**src/hdl/deq_pkg.sv**
```systemverilog
package deq_pkg;

  localparam int DEPTH = 16;
  localparam int ADDR_W = (DEPTH > 1) ? $clog2(DEPTH) : 1;
  localparam int CNT_W = $clog2(DEPTH + 1);
  localparam int DATA_W = 32;
  localparam int CNT_OUT_W = 5;
  localparam int CMD_W = 3;

  localparam logic [CMD_W-1:0] CMD_QUERY      = 3'd0;
  localparam logic [CMD_W-1:0] CMD_PUSH_BACK  = 3'd1;
  localparam logic [CMD_W-1:0] CMD_PUSH_FRONT = 3'd2;
  localparam logic [CMD_W-1:0] CMD_POP_FRONT  = 3'd3;
  localparam logic [CMD_W-1:0] CMD_POP_BACK   = 3'd4;

  // value shown at both ends while the queue is empty
  localparam logic signed [DATA_W-1:0] EMPTY_VALUE = -32'sd1;

  localparam logic [CNT_OUT_W-1:0] FULL_COUNT_OUT = CNT_OUT_W'(DEPTH);

endpackage

```
**src/hdl/deq_ram.sv**
```systemverilog
module deq_ram #(
  parameter int WIDTH = 32,
  parameter int DEPTH = 16,
  localparam int ADDR_W = (DEPTH > 1) ? $clog2(DEPTH) : 1
) (
  input  logic              clk,
  input  logic              we,
  input  logic [ADDR_W-1:0] waddr,
  input  logic [WIDTH-1:0]  wdata,
  input  logic              re,
  input  logic [ADDR_W-1:0] raddr,
  output logic [WIDTH-1:0]  rdata
);

  logic [WIDTH-1:0] mem [DEPTH];

  always_ff @(posedge clk) begin
    if (we) begin
      mem[waddr] <= wdata;
    end
    if (re) begin
      rdata <= mem[raddr];
    end
  end

endmodule

```
**src/hdl/double_ended_queue_core.sv**
```systemverilog
// bounded double-ended queue of 32-bit signed values, 16 entries
//
// input channel (in_valid / in_ready): cmd and value. cmd 0 queries, 1 pushes
// value at the back, 2 at the front, 3 pops the front, 4 pops the back; codes
// 5 to 7 act as a query. a pop on an empty queue or a push on a full one
// changes nothing and returns error = 1.
// output channel (out_valid / out_ready): one result per item with the front
// and back values (-1 when empty), count, empty_res, full_res and error.
// the result passes the pending stage, then the output register, before
// it is offered. throughput: one item per cycle while the receiver keeps up.
// the pointers and count update at the accept edge, the two mirrored ring
// memories are read in the same cycle, and a value pushed by that item is
// forwarded around the memory read. the read data sit in a pending stage
// ahead of the output register, so the input stays open while a finished
// result waits to be taken. receiver stall: once both the pending stage and
// the output register are full, in_ready drops until out_ready frees a slot.
// reset: synchronous, clears pointers, count and both stages; the memories
// keep their contents, which are never read before being written.
module double_ended_queue_core (
  input  logic                                     clk,
  input  logic                                     rst,
  input  logic                                     in_valid,
  output logic                                     in_ready,
  input  logic [deq_pkg::CMD_W-1:0]                cmd,
  input  logic signed [deq_pkg::DATA_W-1:0]        value,
  output logic                                     out_valid,
  input  logic                                     out_ready,
  output logic signed [deq_pkg::DATA_W-1:0]        front_value,
  output logic signed [deq_pkg::DATA_W-1:0]        back_value,
  output logic [deq_pkg::CNT_OUT_W-1:0]            count,
  output logic                                     empty_res,
  output logic                                     full_res,
  output logic                                     error
);

  function automatic logic [deq_pkg::ADDR_W-1:0] ptr_up(input logic [deq_pkg::ADDR_W-1:0] p);
    ptr_up = (p == deq_pkg::ADDR_W'(deq_pkg::DEPTH - 1)) ? '0 : p + 1'b1;
  endfunction

  function automatic logic [deq_pkg::ADDR_W-1:0] ptr_down(input logic [deq_pkg::ADDR_W-1:0] p);
    ptr_down = (p == '0) ? deq_pkg::ADDR_W'(deq_pkg::DEPTH - 1) : p - 1'b1;
  endfunction

  logic [deq_pkg::ADDR_W-1:0] head, head_next;
  logic [deq_pkg::ADDR_W-1:0] tail, tail_next;
  logic [deq_pkg::CNT_W-1:0]  fill_count, fill_count_next;

  logic                       accept;
  logic                       is_empty, is_full;
  logic                       wr_en;
  logic [deq_pkg::ADDR_W-1:0] wr_addr;
  logic                       err_now;
  logic [deq_pkg::ADDR_W-1:0] front_addr, back_addr;
  logic [deq_pkg::DATA_W-1:0] front_rdata, back_rdata;

  // pending stage: memory read data plus what the item decided
  logic                       pend_valid;
  logic                       pend_move;
  logic [deq_pkg::CNT_W-1:0]  pend_cnt;
  logic                       pend_err;
  logic                       pend_fwd_front;
  logic                       pend_fwd_back;
  logic [deq_pkg::DATA_W-1:0] pend_wval;
  logic                       pend_empty;
  logic                       pend_full;

  assign accept    = in_valid && in_ready;
  assign pend_move = pend_valid && (!out_valid || out_ready);
  assign in_ready  = !pend_valid || pend_move;

  assign is_empty = (fill_count == '0);
  assign is_full  = (fill_count >= deq_pkg::CNT_W'(deq_pkg::DEPTH));

  always_comb begin
    head_next       = head;
    tail_next       = tail;
    fill_count_next = fill_count;
    wr_en           = 1'b0;
    wr_addr         = tail;
    err_now         = 1'b0;
    case (cmd)
      deq_pkg::CMD_PUSH_BACK: begin
        if (is_full) begin
          err_now = 1'b1;
        end else begin
          wr_en           = 1'b1;
          wr_addr         = tail;
          tail_next       = ptr_up(tail);
          fill_count_next = fill_count + 1'b1;
        end
      end
      deq_pkg::CMD_PUSH_FRONT: begin
        if (is_full) begin
          err_now = 1'b1;
        end else begin
          wr_en           = 1'b1;
          head_next       = ptr_down(head);
          wr_addr         = ptr_down(head);
          fill_count_next = fill_count + 1'b1;
        end
      end
      deq_pkg::CMD_POP_FRONT: begin
        if (is_empty) begin
          err_now = 1'b1;
        end else begin
          head_next       = ptr_up(head);
          fill_count_next = fill_count - 1'b1;
        end
      end
      deq_pkg::CMD_POP_BACK: begin
        if (is_empty) begin
          err_now = 1'b1;
        end else begin
          tail_next       = ptr_down(tail);
          fill_count_next = fill_count - 1'b1;
        end
      end
      default: begin
      end
    endcase
  end

  assign front_addr = head_next;
  assign back_addr  = ptr_down(tail_next);

  // two copies of the ring so both ends can be read in the same cycle
  deq_ram #(
    .WIDTH(deq_pkg::DATA_W),
    .DEPTH(deq_pkg::DEPTH)
  ) u_front_ram (
    .clk  (clk),
    .we   (accept && wr_en),
    .waddr(wr_addr),
    .wdata(value),
    .re   (accept),
    .raddr(front_addr),
    .rdata(front_rdata)
  );

  deq_ram #(
    .WIDTH(deq_pkg::DATA_W),
    .DEPTH(deq_pkg::DEPTH)
  ) u_back_ram (
    .clk  (clk),
    .we   (accept && wr_en),
    .waddr(wr_addr),
    .wdata(value),
    .re   (accept),
    .raddr(back_addr),
    .rdata(back_rdata)
  );

  always_ff @(posedge clk) begin
    if (rst) begin
      head       <= '0;
      tail       <= '0;
      fill_count <= '0;
      pend_valid <= 1'b0;
      out_valid  <= 1'b0;
    end else begin
      if (accept) begin
        head       <= head_next;
        tail       <= tail_next;
        fill_count <= fill_count_next;
      end
      if (accept) begin
        pend_valid <= 1'b1;
      end else if (pend_move) begin
        pend_valid <= 1'b0;
      end
      if (pend_move) begin
        out_valid <= 1'b1;
      end else if (out_ready) begin
        out_valid <= 1'b0;
      end
    end
  end

  always_ff @(posedge clk) begin
    if (accept) begin
      pend_cnt       <= fill_count_next;
      pend_err       <= err_now;
      pend_empty     <= (fill_count_next == '0);
      pend_full      <= (fill_count_next >= deq_pkg::CNT_W'(deq_pkg::DEPTH));
      // a value written this cycle is not yet visible through the read port
      pend_fwd_front <= wr_en && (wr_addr == front_addr);
      pend_fwd_back  <= wr_en && (wr_addr == back_addr);
      pend_wval      <= value;
    end
    if (pend_move) begin
      if (pend_empty) begin
        front_value <= deq_pkg::EMPTY_VALUE;
        back_value  <= deq_pkg::EMPTY_VALUE;
      end else begin
        front_value <= pend_fwd_front ? pend_wval : front_rdata;
        back_value  <= pend_fwd_back ? pend_wval : back_rdata;
      end
      count     <= deq_pkg::CNT_OUT_W'(pend_cnt);
      empty_res <= pend_empty;
      full_res  <= pend_full;
      error     <= pend_err;
    end
  end

endmodule

```
**config.mk**
```make
export PLATFORM = sky130hd
export DESIGN_NAME = double_ended_queue_core
export DESIGN_NICKNAME = d
export VERILOG_FILES = /design/src/hdl/deq_pkg.sv /design/src/hdl/deq_ram.sv /design/src/hdl/double_ended_queue_core.sv
export SDC_FILE = /design/constraint.sdc
export NUM_CORES = 1
export LEC_CHECK = 0
export ABC_AREA = 1
export CORE_MARGIN = 2
export CORE_UTILIZATION = 25
export CTS_CLUSTER_SIZE = 8
export DETAILED_ROUTE_END_ITERATION = 8
export DONT_BUFFER_PORTS = 1
export HOLD_SLACK_MARGIN = 0.05
export MAX_ROUTING_LAYER = met4
export PLACE_DENSITY_LB_ADDON = 0.2
export SLEW_MARGIN = 40
export SYNTH_ARGS = -nofsm -noshare
export SYNTH_HDL_FRONTEND = slang
export SYNTH_SLANG_ARGS = --single-unit
```
**constraint.sdc**
```tcl
create_clock -name clk -period 6.6 [get_ports clk]
set_clock_uncertainty 0.05 [all_clocks]
set_input_delay 1.32 -clock clk [delete_from_list [all_inputs] [get_ports clk]]
set_output_delay 1.32 -clock clk [all_outputs]
set_load 0.02 [all_outputs]
```
After elaboration in Yosys (flattened, before gate mapping)
Memory sizes are Yosys's and may differ from the RTL's. A register that Yosys moved wholly into a read port is not among the register bits.
Index checks and enable logic that the tools add are counted.
- order comparisons: 2
- $add $sub $neg: 7
- multiplexer cells: 29
- reduce and logical (&&, ||, !) cells: 18
- eq/ne operators: 8
- operators by type and width (operator ; count):
    $mux W32 ; 2
    $mux W4 ; 11
    $pmux W4 S2 ; 2
    $logic_not A4 Y1 ; 3
    $sub A4 B1 Y4 const B ; 3
    $ge A5 B5 Y1 const B ; 2
    $logic_not A5 Y1 ; 2
    $mux W1 ; 10
    $mux W5 ; 2
    $pmux W5 S2 ; 1
    $add A4 B1 Y4 const B ; 2
    $eq A4 B4 Y1 ; 2
    $eq A4 B4 Y1 const B ; 2
    $eq A3 B2 Y1 const B ; 2
    $add A5 B1 Y5 const B ; 1
    $logic_and A1 B1 Y1 ; 5
    $sub A5 B1 Y5 const B ; 1
    $reduce_bool A2 Y1 ; 2
    $reduce_or A2 Y1 ; 2
    $eq A3 B1 Y1 const B ; 1
    $eq A3 B3 Y1 const B ; 1
    $logic_not A1 Y1 ; 2
    $logic_or A1 B1 Y1 ; 2
    $pmux W1 S2 ; 1
- output and inout port bits: 74
- logic and storage cells: 84
- bits of input ports: 39
- memories: 2
- register bits: 129
- bits in writable memories: 1024
- memory list (memory ; words ; bits a word ; rd ports ; clocked after Yosys merged registers in ; wr ports ; line ; RTL):
    u_back_ram.mem ; 16 ; 32 ; 1 ; 1 ; 1 ; deq_ram.sv:15 ; logic [WIDTH-1:0] mem [DEPTH];
    u_front_ram.mem ; 16 ; 32 ; 1 ; 1 ; 1 ; deq_ram.sv:15 ;

Logic depth before layout (Yosys ltp)
- depth after elaboration: 8
- gate-level depth with buffers: 24
- mapped depth without buffers: 21

By module
A second synthesis with hierarchy kept.
- cell total of the unflattened synthesis: 4872
- area, all modules: 52127.5 µm²
- modules (own cells, without submodules) (module ; seq. area each (µm²) ; area each (µm²) ; cells each ; times used):
    deq_ram ; 16335.7 ; 23050.9 ; 2120 ; 2
    double_ended_queue_core ; 3663.5 ; 6025.8 ; 632 ; 1

Worst setup path before layout
Ideal clock, no wire load.
- path type: input port to flip-flop
- from: in out_ready
- to: reg tail[3] (netlist name)
- library setup time: 0.130 ns
- data required time: 6.420 ns
- stages: 8
- buffers on the path: 1
- slack: 1.104 ns
- data arrival time: 5.315 ns
- path through: inv_1 > nand3_1 > nand2_1 > inv_1 > clkbuf_1 > nand2_1 > o211ai_1 > inv_1
- word-level cells in the longest chain between the ends: 4
- RTL lines (element ; line ; RTL):
    start: declaration ; double_ended_queue_core.sv:27 ; input logic out_ready,
    $logic_or A1 B1 Y1 ; double_ended_queue_core.sv:68 ; assign pend_move = pend_valid && (!out_valid || out_ready);
    $logic_and A1 B1 Y1 ; double_ended_queue_core.sv:68 ;
    $logic_or A1 B1 Y1 ; double_ended_queue_core.sv:69 ; assign in_ready = !pend_valid || pend_move;
    via in_ready ; double_ended_queue_core.sv:23 ; output logic in_ready,
    $logic_and A1 B1 Y1 ; double_ended_queue_core.sv:67 ; assign accept = in_valid && in_ready;
    via accept ; double_ended_queue_core.sv:48 ; logic accept;
    end signal: assignment ; double_ended_queue_core.sv:163 ; tail <= tail_next;
    end: declaration ; double_ended_queue_core.sv:45 ; logic [deq_pkg::ADDR_W-1:0] tail, tail_next;
The timed path passes the listed nets, and every way through them passes these cells.
A chain may end at the register's enable or synchronous reset.

Final worst setup path
- from: in cmd[1] (netlist name)
- to: reg u_back_ram.rdata[12] (read register of u_back_ram.mem), data pin
- word-level cells in the longest chain between the ends: 4
- elaborated cells between the ends (all ways): 6
- those cells by class: 1 x add/sub; 2 x eq/ne; 2 x mux; 1 x reduce/logical
- RTL lines (element ; line ; RTL):
    start: declaration ; double_ended_queue_core.sv:24 ; input logic [deq_pkg::CMD_W-1:0] cmd,
    $eq A3 B3 Y1 / $eq A3 B1 Y1 (equally long branches) ; double_ended_queue_core.sv:81 ; case (cmd)
    $pmux W4 S2 (*) ; double_ended_queue_core.sv:81 ;
    $sub A4 B1 Y4 / $logic_not A4 Y1 (equally long branches) ; double_ended_queue_core.sv:41 ; ptr_down = (p == '0) ? deq_pkg::ADDR_W'(deq_pkg::DEPTH - 1) : p - 1'b1;
    $mux W4 (*) ; double_ended_queue_core.sv:41 ;
    end: declaration ; deq_ram.sv:12 ; output logic [WIDTH-1:0] rdata
Every way passes the cells marked *; elsewhere a longest branch is shown, timed or not.

==> run metrics <==
status=finished clean; Synth async-reset ratio=0%; storage element area=around 0.021 mm^2; initial antenna violation count=1; Clock Latency Late Sink=roughly 720 ps; CTS resizes=0; VDD IR-drop max=roughly 0.2 mV; Crit. End Element=register; RSZ-0062 raised after global routing=no; final hold vios=0; post-route ant nets=0; power consumption=around 0.013 W; synthesized instance count=~3600; H-tree depth=3; Nets=about 3600; Congestion Overflow GR=0; Slew @ Worst Pin=~1000 ps; setup slack, reg-to-reg=2380 ps; worst relative slew slack=33.1%; Die ar.=0.142 mm^2; Max Fclk=~0.23 GHz; post-synthesis xor/xnor area fraction=less than 1%; largest net degree at the start of global routing=roughly 150; Max Cap Viol=0; final hold slack=~370 ps; Yosys warning total=0; Synth top area share=59.4%; Crit Path Category=input pin to register; Synth Area in Simple Gates=roughly a quarter; start point of the worst hold path=pend_cnt[1]; Synth area leader=edfxtp_1; reg2reg end=u_back_ram.rdata[12]; Finished Layout Cells=between 5000 and 6000; clock sink count=approximately 700; I/O pins=113; R2R cell count=15; crit-path max FO=47; top post-synthesis cells by count=862 x nand2_1, 860 x nand3_1, 688 x edfxtp_1; Final min period=around 4400 ps; postcts setup bufs=0; clk buf depth=3; Clock transition at path regs=60 ps; main combinational cell family by area after synthesis=simple AND/OR/NAND/NOR gates; first-pass GRT wire length=182000 um; GP Congestion=0.765; ys flop type=edfxtp_1; Vias/cell=roughly 5; layout cells sized above 1=under 10%; mux share of post-synthesis cell area=0%; Synth Area in Compound Gates=around 6.7%; Critical Path AT=~4800 ps; Tcrit/Tclk final=around 66%; FF+latch count, synth=703; pwr/cell area=between 300 and 400 mW/mm^2; leakage power=about 15 nW; count leader, synth=nand2_1; Filler cells=around 14000; Multi-input gate area=roughly 0.011 mm^2; row count=around 140; Area Overhead vs Synth=14.2%; Netlist cell types=40; Routed WL=124000 um; WHS Path Cells=0; Total GRT Usage=roughly 18%; dpl hpwl=roughly 65000 um; DRT iter0 DRCs=~2300; Setup Total Neg Slack=0 ps; Synth Area in Adders=less than 1%; Post-Synthesis Net Count=about 3700; root buf cell=clkbuf_16; Layout Utilization=a little under 30%; Num CTS Buffers=99; Slowest cell on crit path=buf_4; vias in the first global route=25800; core area=approximately 0.14 mm^2; syn_area_per_cell=9.61 um^2; Synth area leaders=edfxtp_1 59%, nand3_1 12%, nand2_1 9.3%, o211ai_1 5.0%, inv_1 4.6%; WL/cell=~23 um; Post-synth EDFFs=a little under 700; Die Ht=377 um; Pins Over Slew Limit=0; Port Buffer Count=0; worst-path cell chain=inv_2 > nand3_2 > nor2_1 > inv_1 > nand2_1 > nand2_1 > o21ai_0 > nand2_8 > inv_2 > ha_1 > xor2_1 > a21oi_4 > buf_4 > buf_4 > nand3_1 > nand3_1 > nand2_1; Initial Util=between 20% and 30%; DR pass1 iterations=5; post-synthesis sequential area ratio=between 60% and 70%; CTS tree=yes; # setup viols final=0; Netlist Area Pre-Place=between 0.03 and 0.04 mm^2; DIE WIDTH=around 380 um; Crit Reg-Reg Startpoint=tail[0]; Residual DRC=0; WHS Endpoint=count[1]; cts hold-fix bufs=0; CP max stage delay=670 ps; Inst Count DP=5220; WP data required=around 7000 ps; Crit path top cell by count=nand2_1; Vias=roughly 26000; crit start category=input pin; Hold Crit Class=register to register
-- worst max-delay path by stage --
stage | start | to | slack [ps] | cells past startpoint
floorplan | out_ready | tail[3] | 1100 | 8
global placement | cmd[1] | u_back_ram.rdata[27] | 1470 | 17
detailed placement | cmd[1] | u_back_ram.rdata[16] | 1550 | 17
CTS | cmd[1] | u_back_ram.rdata[16] | 2300 | 17
global route | cmd[1] | u_back_ram.rdata[10] | 1960 | 17
finish | cmd[1] | u_back_ram.rdata[12] | 2240 | 17
-- power by group --
group          total, W  internal, W  switching (W)
Sequential      0.00532      0.00518       0.000141
Combinational   0.00263     0.000709        0.00192
Clock           0.00478      0.00279        0.00198
-- registers in the layout, indices dropped and copies added (netlist names) --
signal             flops
u_front_ram.mem      480
pend_valid             1
empty_res              1
tail                   4
pend_empty             1
pend_err               1
pend_fwd_front         1
error                  1
head                   4
u_back_ram.rdata      32
u_front_ram.rdata     32
pend_fwd_back          1
front_value           32
out_valid              1
pend_wval             32
pend_cnt               5
fill_count             5
back_value            32
count                  5
u_back_ram.mem        32
-- final cells by class --
class | instances | area share [%]
sequential | 703 | 52.7
timing repair buffer | 74 | 2.42
tap | 1794 | 5.65
inverter | 441 | 4.22
clock inverter | 7 | 0.349
antenna | 1 | 0.00630
multi-input combinational | 2211 | 28.0
clock buffer | 123 | 6.62
-- through the flow --
step	worst slack (ps)	instance area [um^2]
detailed placement	1550	36900
global placement	1470	36700
finish	2240	39700
CTS	2300	39700
floorplan	1100	34800
global route	1960	39700
-- worst max-delay path, delay by kind of cell --
kind / cells / cell delay, ps
xor+xnor: 1 / 100
buf+inv: 5 / 1500
simple gates: 8 / 1250
fa+ha+maj: 1 / 180
compound gates: 2 / 390
-- layer usage --
layer	share of wire [%]	track usage (%)	up-vias
met2	47	29.2	797
met5	0	-	-
li1	-	-	12300
met4	2.5	5.28	0
met3	5.9	2.91	179
met1	44	22.9	13000
-- cells by family (layout without fill, tap and decap cells) --
family,count (synthesis),count (layout)
simple gates,1846,1846
compound gates,345,345
buf+inv,707,645
fa+ha+maj,9,9
other cells,0,1
flops,703,703
xor+xnor,11,11
-- placed cells by master, fill, tap and decap left out, types with 2 or more instances in the layout --
master	n
nor4_1	2
o21ai_0	49
nand3b_1	63
o221ai_1	2
xor2_1	10
a21oi_4	2
buf_8	2
dfxtp_1	15
nor2_1	18
clkbuf_16	102
o211ai_1	231
nand2_8	3
o21ai_1	4
inv_8	2
nor2_4	21
clkinv_2	2
buf_16	10
nor3_1	2
buf_12	15
or2_2	4
ha_1	8
nand4_1	3
a21oi_1	47
buf_4	46
inv_1	418
nand2_4	2
o22ai_1	2
o21ai_4	2
nor2_2	2
nand3_1	859
clkinv_16	2
nand2_1	862
clkbuf_1	21
inv_2	18
nand3_2	2
edfxtp_1	688
(Power assumes the default switching activity.)
